--- config.mk ---
export PLATFORM = sky130hd
export DESIGN_NAME = framed_block_receiver_top
export DESIGN_NICKNAME = d
export VERILOG_FILES = /design/src/sv/fbr_pkg.sv /design/src/sv/fbr_parser.sv /design/src/sv/fbr_out_stage.sv /design/src/sv/framed_block_receiver_top.sv
export SDC_FILE = /design/constraint.sdc
export NUM_CORES = 1
export LEC_CHECK = 0
export BUFFER_PORTS_ARGS = -buffer_cell sky130_fd_sc_hd__buf_2
export CAP_MARGIN = 20
export CORE_MARGIN = 4
export CORE_UTILIZATION = 45
export DETAILED_ROUTE_END_ITERATION = 8
export PLACE_DENSITY = 0.74
export SLEW_MARGIN = 20
export SYNTH_ARGS = -nofsm -noshare
export SYNTH_HDL_FRONTEND = slang
export SYNTH_SLANG_ARGS = --single-unit
export TNS_END_PERCENT = 30
--- constraint.sdc ---
create_clock -name clk -period 2.4 [get_ports clk]
set_input_delay 0.12 -clock clk [delete_from_list [all_inputs] [get_ports clk]]
set_output_delay 0.12 -clock clk [all_outputs]
set_load 0.05 [all_outputs]
--- src/sv/fbr_pkg.sv ---
// ----------------------------------------------------------------------------
// fbr_pkg: shared types and constants for the framed block receiver
// Parse phases, event codes, frame byte values and the result record.
// ----------------------------------------------------------------------------
`default_nettype none

package fbr_pkg;

  // Frame byte values
  localparam logic [7:0] BYTE_HEADER  = 8'h55;
  localparam logic [7:0] BYTE_SYNC    = 8'h3C;
  localparam logic [7:0] BYTE_TYPE    = 8'h01;
  localparam logic [7:0] BYTE_TRAILER = 8'h55;

  // Parser phases
  typedef enum logic [2:0] {
    PH_HEADER  = 3'd0,
    PH_SYNC    = 3'd1,
    PH_TYPE    = 3'd2,
    PH_LEN_LO  = 3'd3,
    PH_LEN_HI  = 3'd4,
    PH_PAYLOAD = 3'd5,
    PH_CHECK   = 3'd6,
    PH_TRAILER = 3'd7
  } fbr_phase_t;

  // Result event codes
  typedef enum logic [1:0] {
    EV_NONE    = 2'd0,
    EV_PAYLOAD = 2'd1,
    EV_END     = 2'd2,
    EV_BADTYPE = 2'd3
  } fbr_event_t;

  // One result item
  typedef struct packed {
    fbr_event_t  event_kind;
    logic [7:0]  payload_byte;
    logic        checksum_ok;
    logic        trailer_ok;
    logic [15:0] frame_length;
  } fbr_result_t;

endpackage : fbr_pkg

`default_nettype wire

--- src/sv/fbr_parser.sv ---
// ----------------------------------------------------------------------------
// fbr_parser: frame parse state machine
// Holds the parse phase, length, byte count and running sum; produces the
// result for the byte presented on rx_byte in the same cycle.
// ----------------------------------------------------------------------------
`default_nettype none

module fbr_parser
  import fbr_pkg::*;
(
  input  wire logic        clk,
  input  wire logic        rst_n,
  input  wire logic        step_en,
  input  wire logic [7:0]  rx_byte,
  output fbr_result_t      result
);

  fbr_phase_t  phase_r,       phase_nxt;
  logic [7:0]  len_lo_r,      len_lo_nxt;
  logic [15:0] frame_size_r,  frame_size_nxt;
  logic [15:0] bytes_left_r,  bytes_left_nxt;
  logic [7:0]  run_sum_r,     run_sum_nxt;
  logic        sum_match_r,   sum_match_nxt;
  logic [15:0] new_size;

  assign new_size = {rx_byte, len_lo_r};

  // Next phase
  always_comb begin
    phase_nxt = phase_r;
    case (phase_r)
      PH_HEADER:  if (rx_byte == BYTE_HEADER) phase_nxt = PH_SYNC;
      PH_SYNC:    if (rx_byte == BYTE_SYNC) phase_nxt = PH_TYPE;
      PH_TYPE:    phase_nxt = (rx_byte == BYTE_TYPE) ? PH_LEN_LO : PH_HEADER;
      PH_LEN_LO:  phase_nxt = PH_LEN_HI;
      PH_LEN_HI:  phase_nxt = (new_size == '0) ? PH_CHECK : PH_PAYLOAD;
      PH_PAYLOAD: if (bytes_left_r == 16'd1) phase_nxt = PH_CHECK;
      PH_CHECK:   phase_nxt = PH_TRAILER;
      PH_TRAILER: phase_nxt = PH_HEADER;
      default:    phase_nxt = PH_HEADER;
    endcase
  end

  // Datapath state updates
  always_comb begin
    len_lo_nxt     = len_lo_r;
    frame_size_nxt = frame_size_r;
    bytes_left_nxt = bytes_left_r;
    run_sum_nxt    = run_sum_r;
    sum_match_nxt  = sum_match_r;
    case (phase_r)
      PH_LEN_LO: len_lo_nxt = rx_byte;
      PH_LEN_HI: begin
        frame_size_nxt = new_size;
        bytes_left_nxt = new_size;
        run_sum_nxt    = '0;
      end
      PH_PAYLOAD: begin
        run_sum_nxt    = run_sum_r + rx_byte;
        bytes_left_nxt = bytes_left_r - 16'd1;
      end
      PH_CHECK:  sum_match_nxt = (rx_byte == run_sum_r);
      default:   ;
    endcase
  end

  // Result for the current byte
  always_comb begin
    result = '{event_kind: EV_NONE, payload_byte: '0, checksum_ok: 1'b0,
               trailer_ok: 1'b0, frame_length: '0};
    case (phase_r)
      PH_TYPE: if (rx_byte != BYTE_TYPE) result.event_kind = EV_BADTYPE;
      PH_PAYLOAD: begin
        result.event_kind   = EV_PAYLOAD;
        result.payload_byte = rx_byte;
      end
      PH_TRAILER: begin
        result.event_kind   = EV_END;
        result.checksum_ok  = sum_match_r;
        result.trailer_ok   = (rx_byte == BYTE_TRAILER);
        result.frame_length = frame_size_r;
      end
      default: ;
    endcase
  end

  // State registers advance once per transfer
  always_ff @(posedge clk) begin
    if (!rst_n) begin
      phase_r      <= PH_HEADER;
      len_lo_r     <= '0;
      frame_size_r <= '0;
      bytes_left_r <= '0;
      run_sum_r    <= '0;
      sum_match_r  <= 1'b0;
    end else if (step_en) begin
      phase_r      <= phase_nxt;
      len_lo_r     <= len_lo_nxt;
      frame_size_r <= frame_size_nxt;
      bytes_left_r <= bytes_left_nxt;
      run_sum_r    <= run_sum_nxt;
      sum_match_r  <= sum_match_nxt;
    end
  end

endmodule : fbr_parser

`default_nettype wire

--- src/sv/fbr_out_stage.sv ---
// ----------------------------------------------------------------------------
// fbr_out_stage: result register
// Holds one result until the downstream side takes it; accepts a new one
// in the same cycle the held one leaves.
// ----------------------------------------------------------------------------
`default_nettype none

module fbr_out_stage
  import fbr_pkg::*;
(
  input  wire logic  clk,
  input  wire logic  rst_n,
  input  wire logic  load,
  input  wire fbr_result_t load_data,
  input  wire logic  out_ready,
  output logic       out_valid,
  output logic       can_load,
  output fbr_result_t out_data
);

  logic        valid_r;
  fbr_result_t data_r;

  assign can_load  = !valid_r || out_ready;
  assign out_valid = valid_r;
  assign out_data  = data_r;

  // Valid flag: set on load, cleared when the held result transfers
  always_ff @(posedge clk) begin
    if (!rst_n) begin
      valid_r <= 1'b0;
    end else if (load) begin
      valid_r <= 1'b1;
    end else if (out_ready) begin
      valid_r <= 1'b0;
    end
  end

  // Payload
  always_ff @(posedge clk) begin
    if (load) begin
      data_r <= load_data;
    end
  end

endmodule : fbr_out_stage

`default_nettype wire

--- src/sv/framed_block_receiver_top.sv ---
// ----------------------------------------------------------------------------
// framed_block_receiver_top: byte-serial frame parser with additive checksum
// Hunts header/sync, checks type, reads a little-endian length, passes the
// payload out and reports checksum and trailer status at frame end.
// ----------------------------------------------------------------------------
// The result is registered: it is valid in the cycle after its input transfer.
// Throughput: one byte per cycle while in_ready is high; the parse state updates once per transfer.
// in_ready drops only while a result is held and out_ready is low.
// Reset (rst_n low, synchronous): parser returns to header hunt, no result held.
`default_nettype none

module framed_block_receiver_top
  import fbr_pkg::*;
(
  input  wire logic        clk,
  input  wire logic        rst_n,
  input  wire logic        in_valid,
  output logic             in_ready,
  input  wire logic [7:0]  in_rx_byte,
  output logic             out_valid,
  input  wire logic        out_ready,
  output logic [1:0]       out_event_kind,
  output logic [7:0]       out_payload_byte,
  output logic             out_checksum_ok,
  output logic             out_trailer_ok,
  output logic [15:0]      out_frame_length
);

  logic        in_xfer;
  fbr_result_t step_res;
  fbr_result_t held_res;

  assign in_xfer = in_valid && in_ready;

  // Parse state machine
  fbr_parser u_parser (
    .clk     (clk),
    .rst_n   (rst_n),
    .step_en (in_xfer),
    .rx_byte (in_rx_byte),
    .result  (step_res)
  );

  // Result register
  fbr_out_stage u_out (
    .clk       (clk),
    .rst_n     (rst_n),
    .load      (in_xfer),
    .load_data (step_res),
    .out_ready (out_ready),
    .out_valid (out_valid),
    .can_load  (in_ready),
    .out_data  (held_res)
  );

  assign out_event_kind   = held_res.event_kind;
  assign out_payload_byte = held_res.payload_byte;
  assign out_checksum_ok  = held_res.checksum_ok;
  assign out_trailer_ok   = held_res.trailer_ok;
  assign out_frame_length = held_res.frame_length;

  // An input transfer always yields a result next cycle
  a_xfer_gives_result: assert property (@(posedge clk) disable iff (!rst_n)
    in_xfer |=> out_valid)
    else $error("input transfer produced no result");

  // Frame-end fields are zero on every other event
  a_end_fields_clear: assert property (@(posedge clk) disable iff (!rst_n)
    (out_valid && out_event_kind != EV_END) |->
      (out_frame_length == 16'd0 && !out_checksum_ok && !out_trailer_ok))
    else $error("frame-end fields set outside frame end");

  // Payload byte is zero unless a payload event
  a_payload_clear: assert property (@(posedge clk) disable iff (!rst_n)
    (out_valid && out_event_kind != EV_PAYLOAD) |-> (out_payload_byte == 8'd0))
    else $error("payload byte set outside payload event");

  // Nothing held right after reset
  a_reset_empty: assert property (@(posedge clk)
    !rst_n |=> !out_valid)
    else $error("result valid after reset");

endmodule : framed_block_receiver_top

`default_nettype wire
**Yosys cells after proc, flatten, opt, wreduce, memory -nomap -nowiden**

Index checks and enable logic that the tools add are counted.

- Bits in registers: 81
- Input bits: 12
- Output and inout port bits: 30
- Logic and storage cells: 54

- Add/sub/neg operators: 2
- Eq/ne operators: 16
- Muxes and demuxes: 12
- Reduce and logical (&&, ||, !) cells: 12

Operator list:

| cell | number |
|---|---|
| 16-bit one-hot mux with 2 select lines | 1 |
| 3-bit one-hot mux with 8 select lines | 1 |
| 16-bit by 1-bit equality test with 1-bit output, second input constant | 1 |
| 16-bit logical NOT | 1 |
| 8-bit one-hot mux with 2 select lines | 1 |
| 16-bit by 1-bit subtractor with 16-bit output, second input constant | 1 |
| 3-bit equality test, second input constant | 4 |
| 3-bit two-way mux | 3 |
| 8-bit adder | 1 |
| 8-bit by 1-bit equality test with 1-bit output, second input constant | 1 |
| 8-bit by 6-bit equality test with 1-bit output, second input constant | 1 |
| 8-bit by 7-bit equality test with 1-bit output, second input constant | 1 |
| 8-bit equality test | 1 |
| 8-bit by 1-bit != test with 1-bit output, second input constant | 1 |
| 2-bit AND reduction | 4 |
| 3-bit by 2-bit equality test with 1-bit output, second input constant | 2 |
| 2-bit two-way mux | 3 |
| 2-bit by 1-bit != test with 1-bit output, second input constant | 3 |
| 2-bit one-hot mux with 3 select lines | 1 |
| 4-bit AND reduction | 1 |
| 2-bit nonzero test | 2 |
| 3-bit by 1-bit equality test with 1-bit output, second input constant | 1 |
| 3-bit logical NOT | 1 |
| 1-bit two-way mux | 2 |
| 3 further kinds | 3 |

**Depth between registers and ports, before layout**

- Word-level depth: 4
- Depth in mapped cells: 7

**Hierarchy**

From an unflattened synthesis, not the netlist that was laid out.

- Cell total of the unflattened synthesis: 432
- Area, all modules: 3885.0 um^2

By module, submodules not included:

| module | times used | cells an instance | area each (um^2) | sequential area each (um^2) |
|---|---|---|---|---|
| fbr_parser | 1 | 399 | 2989.1 | 1041.0 |
| fbr_out_stage | 1 | 32 | 889.6 | 860.8 |
| framed_block_receiver_top | 1 | 1 | 6.3 | 0.0 |

**Least setup slack after synthesis**

No wires, ideal clock.

- Path type: register to register
- Start point: register u_out.valid_r (netlist: u_out.out_valid)
- End point: register u_parser.sum_match_r
- Library setup time: 0.128 ns
- Data arrival time: 2.212 ns
- Data required time: 2.272 ns
- Path slack: 0.061 ns
- Cell stages (with the launch flop): 7
- Path through: dfxtp_1 nand2b_1 nand2_1 inv_1 nand3_1 mux2i_1 nor2_1

- Cells in the longest elaborated chain, start to end: 4

RTL lines:

| item | line | source |
|---|---|---|
| from (decl) | fbr_out_stage.sv:21 | `logic valid_r;` |
| from (signal assigned) | fbr_out_stage.sv:31 | `valid_r <= 1'b0;` |
| from (signal assigned) | fbr_out_stage.sv:33 | `valid_r <= 1'b1;` |
| from (signal assigned) | fbr_out_stage.sv:35 | `valid_r <= 1'b0;` |
| 1-bit logical NOT | fbr_out_stage.sv:24 | `assign can_load = !valid_r \|\| out_ready;` |
| 1-bit logical OR | fbr_out_stage.sv:24 |  |
| net in_ready | framed_block_receiver_top.sv:18 | `output logic in_ready,` |
| 1-bit logical AND | framed_block_receiver_top.sv:33 | `assign in_xfer = in_valid && in_ready;` |
| net in_xfer | framed_block_receiver_top.sv:29 | `logic in_xfer;` |
| 2-bit AND reduction (no source line) | n/a |  |
| to (signal assigned) | fbr_parser.sv:102 | `sum_match_r <= sum_match_nxt;` |
| to (decl) | fbr_parser.sv:23 | `logic sum_match_r, sum_match_nxt;` |

The timed path passes the listed nets, and every way through them passes these cells.
A chain may end at the register's enable or synchronous reset.

**Worst setup path in the final report**

- Start point: register u_parser.bytes_left_r[7]
- End point: register u_parser.bytes_left_r[13]

- Cells in the longest elaborated chain, start to end: 2

RTL lines:

| item | line | source |
|---|---|---|
| from (decl) | fbr_parser.sv:21 | `logic [15:0] bytes_left_r, bytes_left_nxt;` |
| from (signal assigned) | fbr_parser.sv:100 | `bytes_left_r <= bytes_left_nxt;` |
| 16-bit by 1-bit subtractor with 16-bit output | fbr_parser.sv:60 | `bytes_left_nxt = bytes_left_r - 16'd1;` |
| 16-bit one-hot mux with 2 select lines | fbr_parser.sv:51 | `case (phase_r)` |

Every way passes these cells.

==> flow_summary.ini <==
[yosys]
yosys_most_used_dff = dfxtp_1
netlist_area_um2 = 3854
synth_top_family_by_area = simple AND/OR/NAND/NOR gates
synth_area_per_cell_um2 = 9.354
synth_top_cell_by_area = dfxtp_1
synthSimpleGateAreaFrac = 0.2341
synth_compound_area_frac = 0.1591
synth_cell_types = 58
synth_nets = 434
synth-async-reset-ratio = 0
synth_common_cells = 56 x nand2_1, 53 x dfxtp_1, 43 x a21oi_1, 31 x nor2_1, 28 x edfxtp_1
synth.most_common_cell = nand2_1
yosysSeqAreaShare = 0.4935
yosys-top-cells-area = dfxtp_1 28%, edfxtp_1 22%, a21oi_1 5.6%
synthXorXnorAreaFrac = 0.01364
synth.top_cell.area_share = 0.2753
synth_edf_count = 28
synth_warnings = 0
ys_seq_elements = 81
muxShareOfSynthArea = 0.03377
syn-instance-count = 412
synth_adder_area_share = 0.03442

[critical_path]
endpoint = u_parser.bytes_left_r[13]$_SDFFE_PN0P_
cp.depth = 5
cp_top_family = simple AND/OR/NAND/NOR gates
r2r_setup_slack_ns = 0.25
worstPathCellList = or4_4 > or3_4 > or4_1 > a21oi_1 > nor4_1
r2r_start = u_parser.bytes_left_r[7]$_SDFFE_PN0P_
crit_type = reg -> reg
arrival_ns = 2.34
endpoint_kind = flip-flop
crit_fanout = 7
path_buf_inv = 0
cpPeakStageDelay_ns = 0.57
critPathLaunchType = flip-flop
reg2reg_depth = 5
slowest_stage = or4_4
critPathRequiredTime_ns = 2.59
crit_start = u_parser.bytes_left_r[7]$_SDFFE_PN0P_
r2r-end = u_parser.bytes_left_r[13]$_SDFFE_PN0P_

[placement]
hpwlAfterDp_um = 5953
place.gp.congestion = 0.8669
placedCellCount = 543
placed_cell_area_um2 = 4167
pre_cts_ws_ns = 0.2742
port_buffers = 41

[power_and_ir_drop]
p_int_mw = 1.988
seqPwrFrac = 0.548
p_per_area_nw_per_um2 = 602.9
switchingPower_mw = 0.6422
swShare = 0.2441
power.share.clock = 0.376
max-vdd-ir-drop_mv = 0.2788
p_leak_nw = 1.680
power_frac_comb = 0.076

[global_routing]
antenna_found_initial = 0
grt_use_total = 0.1811
grt_pass1_vias = 2902
grt_pass1_wl_um = 14480
overflow = 0
grt_max_degree = 47

[floorplanning]
fp.coreArea_um2 = 8258
die_area_um2 = 10110
die_h_um = 100.5
ios = 42
start_util = 0.4667
std_cell_rows = 33
die_w_um = 100.5

[route]
routed_wl_um = 8837
first_iter_violations = 180
route.antenna.remaining_nets = 0
wl_per_cell_um = 15.81
avgViaCountPerCell = 5.644
dr.pass1.iters = 4
drc = 0
vias = 3155

[clocking]
clock_sinks = 81
cts_tree = done
clk_pin_slew_ns = 0.08
cts_buffer_depth = 2
htreeDepth = 3
holdBufCountCts = 0
clk_latency_ns = 0.35
cts-root-buf = clkbuf_8
post_cts_buffers = 0
cts_made_buffers = 9
cts.repair.resized = 0

[final_layout]
drive_above_1_share = 0.1608
nets = 471
antenna_cells = 0
multi_input_area_um2 = 1831
finalInstanceArea_um2 = 4363
seqCellArea_um2 = 1902
area_delta_synth_final_pct = 13.21
instances_no_fill = 559
fillerInstances = 766

[timing]
rsz0062_at_grt = no
finalSetupViolations = 0
finalCriticalPeriod_ns = 2.148
tns_ns = 0
hold_viol = 0
relSlewSlack = 0.4421
fin_ws_ns = 0.2518
post-route-period-util = 0.8951
finClkSkew_ns = 0.01208
tightest_slew_ns = 0.8356
max_freq_ghz = 0.4655
drv_slew = 0

[min_path]
hp-class = in -> reg

[outcome]
outcome = complete, no violations

[flow_run]
maxCapViolCount = 0
==> registers in the layout, indices dropped and copies added, names as in the netlist <==
register and flops:
u_parser.run_sum_r 8, u_parser.frame_size_r 16, u_out.out_data 28, u_parser.sum_match_r 1
u_parser.phase_r 3, u_out.out_valid 1, u_parser.len_lo_r 8, u_parser.bytes_left_r 16
==> area by class of cell <==
| type | instances | share of cell area |
|---|---|---|
| timing repair buffer | 50 | 0.06252 |
| clock buffer | 12 | 0.03327 |
| clock inverter | 4 | 0.01176 |
| sequential | 81 | 0.4359 |
| inverter | 8 | 0.006883 |
| tap | 105 | 0.03011 |
| multi-input combinational | 299 | 0.4196 |
==> how the worst min path moves through the flow <==
| stage | from | endpoint | slack, ns | cells after the start |
|---|---|---|---|---|
| after detailed placement | in_valid | u_out.out_valid$_SDFFE_PN0P_ | 0.41 | 3 |
| after global placement | in_valid | u_out.out_valid$_SDFFE_PN0P_ | 0.40 | 3 |
| after CTS | in_valid | u_out.out_valid$_SDFFE_PN0P_ | 0.03 | 3 |
| final | in_valid | u_out.out_valid$_SDFFE_PN0P_ | 0.04 | 3 |
| after global routing | in_valid | u_out.out_valid$_SDFFE_PN0P_ | 0.05 | 3 |
| after floorplan | in_valid | u_out.out_valid$_SDFFE_PN0P_ | 0.25 | 2 |
==> stage by stage <==
stage | hold slack (ns) | utilization | power, mW
after CTS | 0.03336 | 0.5283 | 2.655
after global placement | 0.4022 | 0.5045 | 1.670
after floorplan | 0.2495 | - | 1.608
final | 0.04465 | 0.5283 | 2.631
after detailed placement | 0.4089 | 0.5045 | 1.674
after global routing | 0.05211 | 0.5283 | 2.726
==> worst register-to-register path, delay by kind of cell (launching register included) <==
kind | cells | cell delay, ns
AOI/OAI and AO/OA | 1 | 0.18
DFF | 1 | 0.36
and+or+nand+nor | 4 | 1.46
==> cell families (layout without fill, tap and decap cells) <==
family,after synthesis,after routing
compound gates,97,97
xor+xnor,6,6
fa+ha+maj,10,10
buf+inv,32,74
flops,81,81
mux,13,13
simple gates,173,173
==> power groups by stage <==
| stage | Clock (mW) | Combinational [mW] | Sequential [mW] |
|---|---|---|---|
| floorplan | 0 | 0.0540 | 1.55 |
| global placement | 0 | 0.197 | 1.47 |
| detailed placement | 0 | 0.200 | 1.47 |
| CTS | 1.01 | 0.200 | 1.44 |
| global route | 1.07 | 0.211 | 1.44 |
| finish | 0.990 | 0.199 | 1.44 |
==> placed cells by master, fill, tap and decap left out, types with 10 or more instances in the layout <==
cell,Yosys,final
o21ai_0,11,11
nand2_1,56,56
buf_2,1,41
dfxtp_1,53,53
a21oi_1,43,43
nor2_1,31,31
edfxtp_1,28,28
and2_1,26,26
mux2i_1,13,13
clkbuf_8,0,10
==> layer usage <==
layer,GRT usage,wire length [µm],vias to the layer above
li1,-,-,1566
met1,0.2436,4010,1466
met2,0.2839,4032,109
met3,0.03737,630,14
met4,0.07565,163,0
met5,0,0,-
Power figures use the tool's default switching activity.
